===== src/design/nfsd_pkg.sv =====
// Shared types and constants for the next-free-server dispatcher.
package nfsd_pkg;

    localparam int COUNT_W = 32;
    localparam logic [COUNT_W-1:0] COUNT_MAX = '1;
    localparam int ACTIVE_W = 6;
    localparam int SRVN_W = 7;
    localparam logic [ACTIVE_W-1:0] ACTIVE_RESET = 6'd32;
    localparam int PADDR_W = 3;
    localparam logic [PADDR_W-1:0] ADDR_ACTIVE = 3'd0;

    typedef struct packed {
        logic [4:0]  preferred_server;
        logic [31:0] arrival_time;
        logic [31:0] service_length;
    } in_word_t;

    typedef struct packed {
        logic        served;
        logic [4:0]  assigned_server;
        logic [31:0] top_count;
        logic [31:0] leader_mask;
    } out_word_t;

endpackage


===== src/design/nfsd_store.sv =====
// Server state memory: busy-until and call count per server, with reset valid bits.
module nfsd_store
    import nfsd_pkg::*;
#(
    parameter int DEPTH = 32,
    parameter int IW    = 5,
    parameter int TW    = 32
)
(
    input  logic               clk,
    input  logic               rst_n,
    input  logic               req_en,
    input  logic               req_we,
    input  logic [IW-1:0]      req_addr,
    input  logic [TW-1:0]      wr_busy,
    input  logic [COUNT_W-1:0] wr_count,
    output logic [TW-1:0]      rd_busy,
    output logic [COUNT_W-1:0] rd_count
);

    logic [TW-1:0]      busy_mem  [DEPTH];
    logic [COUNT_W-1:0] count_mem [DEPTH];
    logic [DEPTH-1:0]   valid_reg;
    logic               rd_valid_reg;
    logic [TW-1:0]      rd_busy_reg;
    logic [COUNT_W-1:0] rd_count_reg;

    always_ff @(posedge clk)
    begin
        if (req_en && req_we)
        begin
            busy_mem[req_addr]  <= wr_busy;
            count_mem[req_addr] <= wr_count;
        end
        if (req_en && !req_we)
        begin
            rd_busy_reg  <= busy_mem[req_addr];
            rd_count_reg <= count_mem[req_addr];
        end
    end

    always_ff @(posedge clk or negedge rst_n)
    begin
        if (!rst_n)
        begin
            valid_reg    <= '0;
            rd_valid_reg <= 1'b0;
        end
        else
        begin
            if (req_en && req_we)
            begin
                valid_reg[req_addr] <= 1'b1;
            end
            if (req_en && !req_we)
            begin
                rd_valid_reg <= valid_reg[req_addr];
            end
        end
    end

    assign rd_busy  = rd_valid_reg ? rd_busy_reg  : '0;
    assign rd_count = rd_valid_reg ? rd_count_reg : '0;

endmodule


===== src/design/nfsd_ctrl.sv =====
// Scan sequencer: walks the server memory, updates the chosen entry and the leader record.
module nfsd_ctrl
    import nfsd_pkg::*;
#(
    parameter int MAX_SERVERS = 32,
    parameter int TIME_BITS   = 32,
    parameter int IW          = 5
)
(
    input  logic                clk,
    input  logic                rst_n,
    input  logic [ACTIVE_W-1:0] active,
    input  logic                in_valid,
    output logic                in_ready,
    input  in_word_t            in_data,
    output logic                res_valid,
    input  logic                res_ready,
    output out_word_t           res,
    output logic                req_en,
    output logic                req_we,
    output logic [IW-1:0]       req_addr,
    output logic [TIME_BITS-1:0] wr_busy,
    output logic [COUNT_W-1:0]  wr_count,
    input  logic [TIME_BITS-1:0] rd_busy,
    input  logic [COUNT_W-1:0]  rd_count
);

    localparam logic [2:0] ST_IDLE   = 3'd0;
    localparam logic [2:0] ST_SCAN   = 3'd1;
    localparam logic [2:0] ST_UPDATE = 3'd2;
    localparam logic [2:0] ST_DONE   = 3'd3;

    localparam logic [63:0] TMASK = (64'd1 << TIME_BITS) - 64'd1;
    localparam logic [SRVN_W-1:0] MAXN = SRVN_W'(MAX_SERVERS);

    logic [2:0]             state_reg, state_next;
    logic [31:0]            arrive_reg, arrive_next;
    logic [31:0]            len_reg, len_next;
    logic [SRVN_W-1:0]      n_reg, n_next;
    logic [SRVN_W-1:0]      chk_reg, chk_next;
    logic [IW-1:0]          idx_reg, idx_next;
    logic [IW-1:0]          addr_reg, addr_next;
    logic [IW-1:0]          pick_reg, pick_next;
    logic                   served_reg, served_next;
    logic [TIME_BITS-1:0]   end_reg, end_next;
    logic [COUNT_W-1:0]     cnt_reg, cnt_next;
    logic [COUNT_W-1:0]     best_count_reg, best_count_next;
    logic [MAX_SERVERS-1:0] best_mask_reg, best_mask_next;

    logic [SRVN_W-1:0]      act7;
    logic [SRVN_W-1:0]      n_eff;
    logic [SRVN_W-1:0]      pref7;
    logic [SRVN_W-1:0]      start7;
    logic [IW-1:0]          start_idx;
    logic                   is_free;
    logic [32:0]            sum33;
    logic [63:0]            end64;
    logic [MAX_SERVERS-1:0] pick_onehot;
    logic [63:0]            mask64;
    logic [SRVN_W-1:0]      pick7;

    function automatic logic [IW-1:0] next_idx(input logic [IW-1:0] idx,
                                               input logic [SRVN_W-1:0] n);
        logic [SRVN_W-1:0] idx7;
        idx7 = SRVN_W'(idx);
        if (idx7 == n - SRVN_W'(1))
        begin
            return '0;
        end
        return idx + IW'(1);
    endfunction

    assign act7   = SRVN_W'(active);
    assign n_eff  = (act7 == '0) ? SRVN_W'(1) : ((act7 > MAXN) ? MAXN : act7);
    assign pref7  = SRVN_W'(in_data.preferred_server);
    assign start7 = (pref7 < n_eff) ? pref7 : '0;
    assign start_idx = start7[IW-1:0];

    assign is_free = 64'(rd_busy) <= 64'(arrive_reg);
    assign sum33   = {1'b0, arrive_reg} + {1'b0, len_reg};
    assign end64   = (64'(sum33) > TMASK) ? TMASK : 64'(sum33);
    assign pick_onehot = MAX_SERVERS'(1) << pick_reg;

    always_comb
    begin
        state_next      = state_reg;
        arrive_next     = arrive_reg;
        len_next        = len_reg;
        n_next          = n_reg;
        chk_next        = chk_reg;
        idx_next        = idx_reg;
        addr_next       = addr_reg;
        pick_next       = pick_reg;
        served_next     = served_reg;
        end_next        = end_reg;
        cnt_next        = cnt_reg;
        best_count_next = best_count_reg;
        best_mask_next  = best_mask_reg;
        in_ready        = 1'b0;
        res_valid       = 1'b0;
        req_en          = 1'b0;
        req_we          = 1'b0;
        req_addr        = idx_reg;
        wr_busy         = end_reg;
        wr_count        = cnt_reg;
        case (state_reg)
            ST_IDLE:
            begin
                in_ready = 1'b1;
                if (in_valid)
                begin
                    arrive_next = in_data.arrival_time & TMASK[31:0];
                    len_next    = in_data.service_length & TMASK[31:0];
                    n_next      = n_eff;
                    chk_next    = '0;
                    addr_next   = start_idx;
                    idx_next    = next_idx(start_idx, n_eff);
                    req_en      = 1'b1;
                    req_addr    = start_idx;
                    state_next  = ST_SCAN;
                end
            end
            ST_SCAN:
            begin
                if (is_free)
                begin
                    pick_next   = addr_reg;
                    served_next = 1'b1;
                    end_next    = end64[TIME_BITS-1:0];
                    cnt_next    = (rd_count == COUNT_MAX) ? COUNT_MAX
                                                          : rd_count + COUNT_W'(1);
                    state_next  = ST_UPDATE;
                end
                else if (chk_reg == n_reg - SRVN_W'(1))
                begin
                    pick_next   = '0;
                    served_next = 1'b0;
                    state_next  = ST_DONE;
                end
                else
                begin
                    req_en    = 1'b1;
                    req_addr  = idx_reg;
                    addr_next = idx_reg;
                    idx_next  = next_idx(idx_reg, n_reg);
                    chk_next  = chk_reg + SRVN_W'(1);
                end
            end
            ST_UPDATE:
            begin
                req_en   = 1'b1;
                req_we   = 1'b1;
                req_addr = pick_reg;
                if (cnt_reg > best_count_reg)
                begin
                    best_count_next = cnt_reg;
                    best_mask_next  = pick_onehot;
                end
                else if (cnt_reg == best_count_reg)
                begin
                    best_mask_next = best_mask_reg | pick_onehot;
                end
                state_next = ST_DONE;
            end
            ST_DONE:
            begin
                res_valid = 1'b1;
                if (res_ready)
                begin
                    state_next = ST_IDLE;
                end
            end
            default:
            begin
                state_next = ST_IDLE;
            end
        endcase
    end

    assign mask64 = 64'(best_mask_reg);
    assign pick7  = SRVN_W'(pick_reg);

    always_comb
    begin
        res.served          = served_reg;
        res.assigned_server = pick7[4:0];
        res.top_count       = best_count_reg;
        res.leader_mask     = mask64[31:0];
    end

    always_ff @(posedge clk or negedge rst_n)
    begin
        if (!rst_n)
        begin
            state_reg      <= ST_IDLE;
            best_count_reg <= '0;
            best_mask_reg  <= '0;
        end
        else
        begin
            state_reg      <= state_next;
            best_count_reg <= best_count_next;
            best_mask_reg  <= best_mask_next;
        end
    end

    always_ff @(posedge clk)
    begin
        arrive_reg <= arrive_next;
        len_reg    <= len_next;
        n_reg      <= n_next;
        chk_reg    <= chk_next;
        idx_reg    <= idx_next;
        addr_reg   <= addr_next;
        pick_reg   <= pick_next;
        served_reg <= served_next;
        end_reg    <= end_next;
        cnt_reg    <= cnt_next;
    end

endmodule


===== src/design/next_free_server_dispatch.sv =====
// Top level of the next-free-server dispatcher: register port, output register, core.
// A word is scanned until a free entry is found or all n active entries are checked (a drop).
// A new input word is taken only after the previous result has left the scan sequencer.
// The scan reads one server entry a cycle from the state memory's single port.
// Reset clears the entry valid bits and leader record and sets the register to 32 at once; no clearing pass.
// The next input word is taken while a finished result waits in the output register.
module next_free_server_dispatch
    import nfsd_pkg::*;
#(
    parameter int MAX_SERVERS = 32,
    parameter int TIME_BITS   = 32
)
(
    input  logic               clk,
    input  logic               rst_n,
    input  logic               psel,
    input  logic               penable,
    input  logic               pwrite,
    input  logic [PADDR_W-1:0] paddr,
    input  logic [31:0]        pwdata,
    output logic [31:0]        prdata,
    output logic               pready,
    input  logic               in_valid,
    output logic               in_ready,
    input  in_word_t           in_data,
    output logic               out_valid,
    input  logic               out_ready,
    output out_word_t          out_data
);

    localparam int IW = (MAX_SERVERS > 1) ? $clog2(MAX_SERVERS) : 1;

    logic [ACTIVE_W-1:0]  active_reg;
    logic                 out_valid_reg;
    out_word_t            out_data_reg;
    logic                 res_valid;
    logic                 res_ready;
    out_word_t            res;
    logic                 req_en;
    logic                 req_we;
    logic [IW-1:0]        req_addr;
    logic [TIME_BITS-1:0] wr_busy;
    logic [COUNT_W-1:0]   wr_count;
    logic [TIME_BITS-1:0] rd_busy;
    logic [COUNT_W-1:0]   rd_count;

    assign pready = 1'b1;
    assign prdata = (paddr == ADDR_ACTIVE) ? 32'(active_reg) : '0;

    always_ff @(posedge clk or negedge rst_n)
    begin
        if (!rst_n)
        begin
            active_reg <= ACTIVE_RESET;
        end
        else if (psel && penable && pwrite && (paddr == ADDR_ACTIVE))
        begin
            active_reg <= pwdata[ACTIVE_W-1:0];
        end
    end

    assign res_ready = !out_valid_reg || out_ready;

    always_ff @(posedge clk or negedge rst_n)
    begin
        if (!rst_n)
        begin
            out_valid_reg <= 1'b0;
        end
        else if (res_ready)
        begin
            out_valid_reg <= res_valid;
        end
    end

    always_ff @(posedge clk)
    begin
        if (res_valid && res_ready)
        begin
            out_data_reg <= res;
        end
    end

    assign out_valid = out_valid_reg;
    assign out_data  = out_data_reg;

    nfsd_ctrl #(
        .MAX_SERVERS (MAX_SERVERS),
        .TIME_BITS   (TIME_BITS),
        .IW          (IW)
    ) u_ctrl (
        .clk       (clk),
        .rst_n     (rst_n),
        .active    (active_reg),
        .in_valid  (in_valid),
        .in_ready  (in_ready),
        .in_data   (in_data),
        .res_valid (res_valid),
        .res_ready (res_ready),
        .res       (res),
        .req_en    (req_en),
        .req_we    (req_we),
        .req_addr  (req_addr),
        .wr_busy   (wr_busy),
        .wr_count  (wr_count),
        .rd_busy   (rd_busy),
        .rd_count  (rd_count)
    );

    nfsd_store #(
        .DEPTH (MAX_SERVERS),
        .IW    (IW),
        .TW    (TIME_BITS)
    ) u_store (
        .clk      (clk),
        .rst_n    (rst_n),
        .req_en   (req_en),
        .req_we   (req_we),
        .req_addr (req_addr),
        .wr_busy  (wr_busy),
        .wr_count (wr_count),
        .rd_busy  (rd_busy),
        .rd_count (rd_count)
    );

endmodule


===== config.mk =====
export PLATFORM = sky130hd
export DESIGN_NAME = next_free_server_dispatch
export DESIGN_NICKNAME = d
export VERILOG_FILES = /design/src/design/nfsd_pkg.sv /design/src/design/nfsd_store.sv /design/src/design/nfsd_ctrl.sv /design/src/design/next_free_server_dispatch.sv
export SDC_FILE = /design/constraint.sdc
export NUM_CORES = 2
export LEC_CHECK = 0
export BUFFER_PORTS_ARGS = -buffer_cell sky130_fd_sc_hd__clkbuf_2
export CORE_ASPECT_RATIO = 0.6
export CORE_MARGIN = 3
export CORE_UTILIZATION = 45
export DETAILED_ROUTE_END_ITERATION = 10
export GPL_TIMING_DRIVEN = 1
export SLEW_MARGIN = 20
export SYNTH_ARGS = -nofsm -noshare
export SYNTH_HDL_FRONTEND = slang
export SYNTH_SLANG_ARGS = --single-unit

===== constraint.sdc =====
create_clock -name clk -period 6.5 [get_ports clk]
set_input_delay 0.65 -clock clk [delete_from_list [all_inputs] [get_ports clk]]
set_output_delay 0.65 -clock clk [all_outputs]
set_load 0.02 [all_outputs]

## Yosys cells after proc, flatten, opt, wreduce, memory -nomap -nowiden

Memories as Yosys holds them, arrays and structs flattened. A register that Yosys moved wholly into a read port is not among the register bits.
Index checks and enable logic that the tools add are counted.

- Multiplexer cells: 54
- Magnitude comparators: 7
- Eq/ne operators: 13
- Bitwise gates (word level): 2
- Reductions and logical operators: 23
- Add/subtract/negate cells: 7
- Shift-type cells: 1

Operator list:

| operator | count |
|---|---|
| $mux W32 | 4 |
| $mux W5 | 14 |
| $or A32 B32 Y32 | 2 |
| $add A32 B32 Y33 | 1 |
| $gt A33 B32 Y1 const B | 1 |
| $add A32 B1 Y32 const B | 1 |
| $eq A32 B32 Y1 | 1 |
| $eq A32 B32 Y1 const B | 1 |
| $gt A32 B32 Y1 | 1 |
| $le A32 B32 Y1 | 1 |
| $shl A1 B5 Y32 const A | 1 |
| $pmux W5 S2 | 3 |
| $mux W7 | 4 |
| $mux W1 | 18 |
| $eq A5 B7 Y1 | 2 |
| $pmux W7 S2 | 1 |
| $sub A7 B1 Y7 const B | 2 |
| $mux W3 | 4 |
| $mux W6 | 2 |
| $pmux W3 S4 | 1 |
| $add A5 B1 Y5 const B | 2 |
| $reduce_and A2 Y1 | 5 |
| $ne A2 B2 Y1 const B | 4 |
| $add A7 B1 Y7 const B | 1 |
| other kinds (19) | 30 |

- Output and inout port bits: 105
- Memory bits (writable): 2048
- Word-level logic and storage cells: 130
- Bits of input ports: 111
- Memories: 2
- Register bits after elaboration: 335

Memory list:

| name | words | bits a word | rd ports | clocked after memory_dff | write ports | line | source |
|---|---|---|---|---|---|---|---|
| u_store.busy_mem | 32 | 32 | 1 | 1 | 1 | nfsd_store.sv:21 | `logic [TW-1:0] busy_mem [DEPTH];` |
| u_store.count_mem | 32 | 32 | 1 | 1 | 1 | nfsd_store.sv:22 | `logic [COUNT_W-1:0] count_mem [DEPTH];` |

## Logic depth before layout (Yosys ltp)

- Depth after elaboration: 12
- Mapped depth: 15

## By module

A second synthesis with hierarchy kept.

- Cells, all modules: 4635
- Area total of the unflattened synthesis: 95555.4 sq um

Modules (own cells, without submodules):

| module | area an instance (sq um) | cells an instance | times used | seq. area each (sq um) |
|---|---|---|---|---|
| nfsd_store | 80091.8 | 3344 | 1 | 64246.6 |
| nfsd_ctrl | 12798.5 | 1167 | 1 | 6366.1 |
| next_free_server_dispatch | 2665.1 | 124 | 1 | 2278.4 |

## Worst setup path after synthesis

Ideal clock, no wire load.

- Kind: register to register
- Start: reg u_ctrl.state_reg[0]
- End: mem u_store.busy_mem[11][0], enable pin
- Data arrival time: 6.594 ns
- Setup slack: -0.582 ns
- Stages on the path, launching flop included: 13
- Required time: 6.013 ns
- Setup time: 0.487 ns
- Clock period less this slack: 7.082 ns
- Path through: dfrtp_1 inv_1 ha_1 nand2_1 inv_1 and4_1 o21ai_0 nand2_1 buf_2 buf_2 buf_2 nand3_1 nor2_1

- Word-level cells in the longest chain between the ends: 5
- Elaborated cells between the ends (all ways): 9
- Classes of those cells: 2 x eq/ne; 5 x mux; 2 x reduce/logical

RTL lines:

| what | line | source |
|---|---|---|
| start: declaration | nfsd_ctrl.sv:36 | `logic [2:0] state_reg, state_next;` |
| start signal: assignment | nfsd_ctrl.sv:201 | `state_reg <= state_next;` |
| $eq A3 B2 Y1 (tied with other cells) | nfsd_ctrl.sv:106 | `case (state_reg)` |
| $pmux W1 S3 or $mux W1 (tied branches) | nfsd_ctrl.sv:106 |  |
| $logic_and A1 B1 Y1 | nfsd_store.sv:30 | `if (req_en && req_we)` |
| $mux W1 | nfsd_store.sv:30 |  |
| $mux W1 (implied by the code) | nfsd_store.sv:32 | `busy_mem[req_addr] <= wr_busy;` |
| end: declaration | nfsd_store.sv:21 |  |

Several ways; a longest one is shown, not always the timed one.

## Worst setup path after layout

- Start: reg u_ctrl.state_reg[0]
- End: mem u_store.busy_mem[20][4], enable pin

The elaborated chain is that of the path after synthesis.

==> results.toml <==
[cts]
clkSinkCount = 2445
clkSlewWorstSetupHoldPaths_ns = 0.06
clk_latency_ns = 0.89
cts_buffer_depth = 4
cts_max_level = 4
root_buffer = "clkbuf_16"
cts_setup_buffers = 0
post_cts_resized = 0
numCtsBuffers = 219
cts_tree = "done"

[pwr]
total_power_mw = 52.8
swShare_pct = 33.5
power.internal_mw = 35.1
combPwrFrac_pct = 33.9
p_switching_mw = 17.7
powerDensity_mw_per_mm2 = 486
pwr-share-seq_pct = 41.8
p_clk_share_pct = 24.3
p_leak_nw = 35.4
ir_drop_uv = 678

[grt]
grt_overflow = 0
antenna_found_initial = 10
grt_first_pass_wirelength_um = 366000
grt_max_degree = 132
grt_pass1_vias = 48700
track_usage_pct = 23.4

[sta]
setup_viol = 0
max_freq_mhz = 193
rsz0062_at_grt = "false"
finalClockSkew_ns = 0.0794
finalSetupTns_ns = 0
final.min_clock_period_ns = 5.18
maxSlewHeadroom_pct = 23.5
maxSlewViolCount = 0
period_share_pct = 79.7
hold_viol_final = 0
worst_pin_slew_ns = 1.15
holdWs_ns = 0.107

[synth]
synth_cells = 4750
synthArstFlopShare_pct = 4.34
avgSynthCellArea_um2 = 20.1
synth_edf_count = 2339
ys_ff_latch = 2445
ys_seq_area_share_pct = 76.3
synth_cell_types = 82
ys_warn_count = 0
synth_area_mm2 = 0.0956
ys_dominant_reg_cell = "edfxtp_1"

[setup_path]
arrival_ns = 5.69
cp_max_fo = 29
r2r-start = "u_ctrl.state_reg[0]"
critPathCaptureType = "flip-flop"
required_ns = 7.01
cp-start-kind = "flip-flop"
startpoint = "u_ctrl.state_reg[0]"
critPathKind = "flip-flop to flip-flop"

[route]
route.final.wire_length_um = 257000
routedWlPerCell_um = 31.6
vias_per_cell = 6.14
first_pass_iters = 6
via_count = 50000
drc = 0
drtIter0Drc = 7004
detail-route-antenna-nets = 0

[worst_hold_path]
min_from = "out_ready"
min-delay-path-class = "primary input to flip-flop"

[placement]
place_hpwl_um = 130000
gp_congestion = 0.815
io_buffers = 162
postPlaceCellArea_mm2 = 0.101

[die]
rows = 130
core-area_mm2 = 0.210
die_area_mm2 = 0.218
initial_core_util_pct = 45.5
die_h_um = 363
die_w_um = 601
io_pins = 216

[final_layout]
final_area_mm2 = 0.109
layout-drive-gt1-share_pct = 23.6
fillers = 16500
syn_to_final_growth_pct = 13.6
nNetsFinal = 5365

[run_status]
status = "completed"

[flow_run]
cap_viol_max_count = 0
worst paths after layout:
kind                                                   to  slack (ns)  cells after the start
worst max-delay path              u_store.busy_mem[20][4]        1.32                     10
worst max register to register    u_store.busy_mem[20][4]        1.32                     10
max in group asynchronous            u_store.rd_valid_reg        5.44                      3
worst min register to register               out_data[69]        0.44                      0
min in group asynchronous       u_ctrl.best_count_reg[15]        0.35                      3
worst min-delay path                            out_valid        0.11                      3
per-stage QoR:
step | utilization [%] | worst slack, ns | instances
2_1_floorplan | - | -0.582 | 4775
3_3_place_gp | 48.0 | 1.48 | 7684
3_5_place_dp | 48.0 | 1.42 | 7687
4_1_cts | 51.7 | 1.39 | 8146
5_1_grt | 51.7 | 1.17 | 8147
6_report | 51.7 | 1.32 | 8149
cells in the mapped netlist (all sizes together), types with 68 or more instances:
| cell type | count | area (um^2) |
|---|---|---|
| buf | 152 | 908 |
| mux4 | 489 | 11000 |
| o21ai | 68 | 344 |
| dfrtp | 105 | 2630 |
| nand2 | 216 | 813 |
| clkbuf | 93 | 349 |
| inv | 92 | 345 |
| edfxtp | 2339 | 70200 |
| nand3 | 118 | 596 |
| a22oi | 248 | 1860 |
| ha | 111 | 1390 |
| nor2 | 91 | 347 |
| nand4 | 72 | 450 |
placed cells by master, fill, tap and decap left out, types with 42 or more instances in the layout:
cell type / count
nand2_1: 214
nand3_1: 117
clkbuf_16: 221
edfxtp_1: 2339
mux4_2: 489
o21ai_0: 64
clkinv_1: 43
clkbuf_1: 47
buf_12: 48
nor2_1: 55
nand4_1: 72
a22oi_1: 248
clkbuf_2: 161
and2_1: 50
ha_1: 111
inv_1: 91
dfrtp_1: 104
dlygate4sd3_1: 71
a21oi_1: 52
mux2_2: 42
buf_4: 108
critical path, stage by stage (launching register included):
cell and delay (ns):
dfrtp_1 0.41, inv_1 0.10, ha_1 0.31, nand2_1 0.26, clkinv_2 0.50, and4_1 0.44, a21boi_0 0.21, nor2_4 0.44
nand3_1 0.73, nor2_4 0.99, buf_12 0.38
kinds of logic after synthesis:
group	Yosys count	synth area share (%)
flops	2445	76.3
simple gates	705	3.72
mux	545	12.2
compound gates	534	4.05
buf+inv	338	1.68
fa+ha+maj	112	1.47
xor+xnor	69	0.632
other cells	2	0.00786
final cells by class:
cell class	instances	area, um^2	share of cell area (%)
antenna	2	5.00	0.00461
clock buffer	275	5800	5.34
clock inverter	113	1110	1.02
inverter	93	350	0.323
multi-input combinational	1992	21500	19.8
sequential	2445	72900	67.1
tap	2838	3550	3.27
timing repair buffer	391	3360	3.09
power by group through the flow:
stage / Sequential [mW] / Clock (mW) / Combinational, mW
global route: 22.3 / 13.7 / 19.2
finish: 22.1 / 12.8 / 17.9
floorplan: 22.3 / 0 / 11.7
global placement: 22.3 / 0 / 17.7
CTS: 22.0 / 13.1 / 18.0
detailed placement: 22.3 / 0 / 17.9
timing repair:
| action | CTS | global route |
|---|---|---|
| hold buffers | 71 | 0 |
| setup endpoints to repair | 0 | 0 |
| hold endpoints to repair | 175 | 0 |
metal layers:
layer	track usage [%]	wire length [um]	up-vias
li1	-	-	20300
met1	36.7	114000	26800
met2	34.3	113000	2597
met3	4.51	25800	324
met4	4.48	4560	0
met5	0	0	-
(Power assumes the default switching activity.)
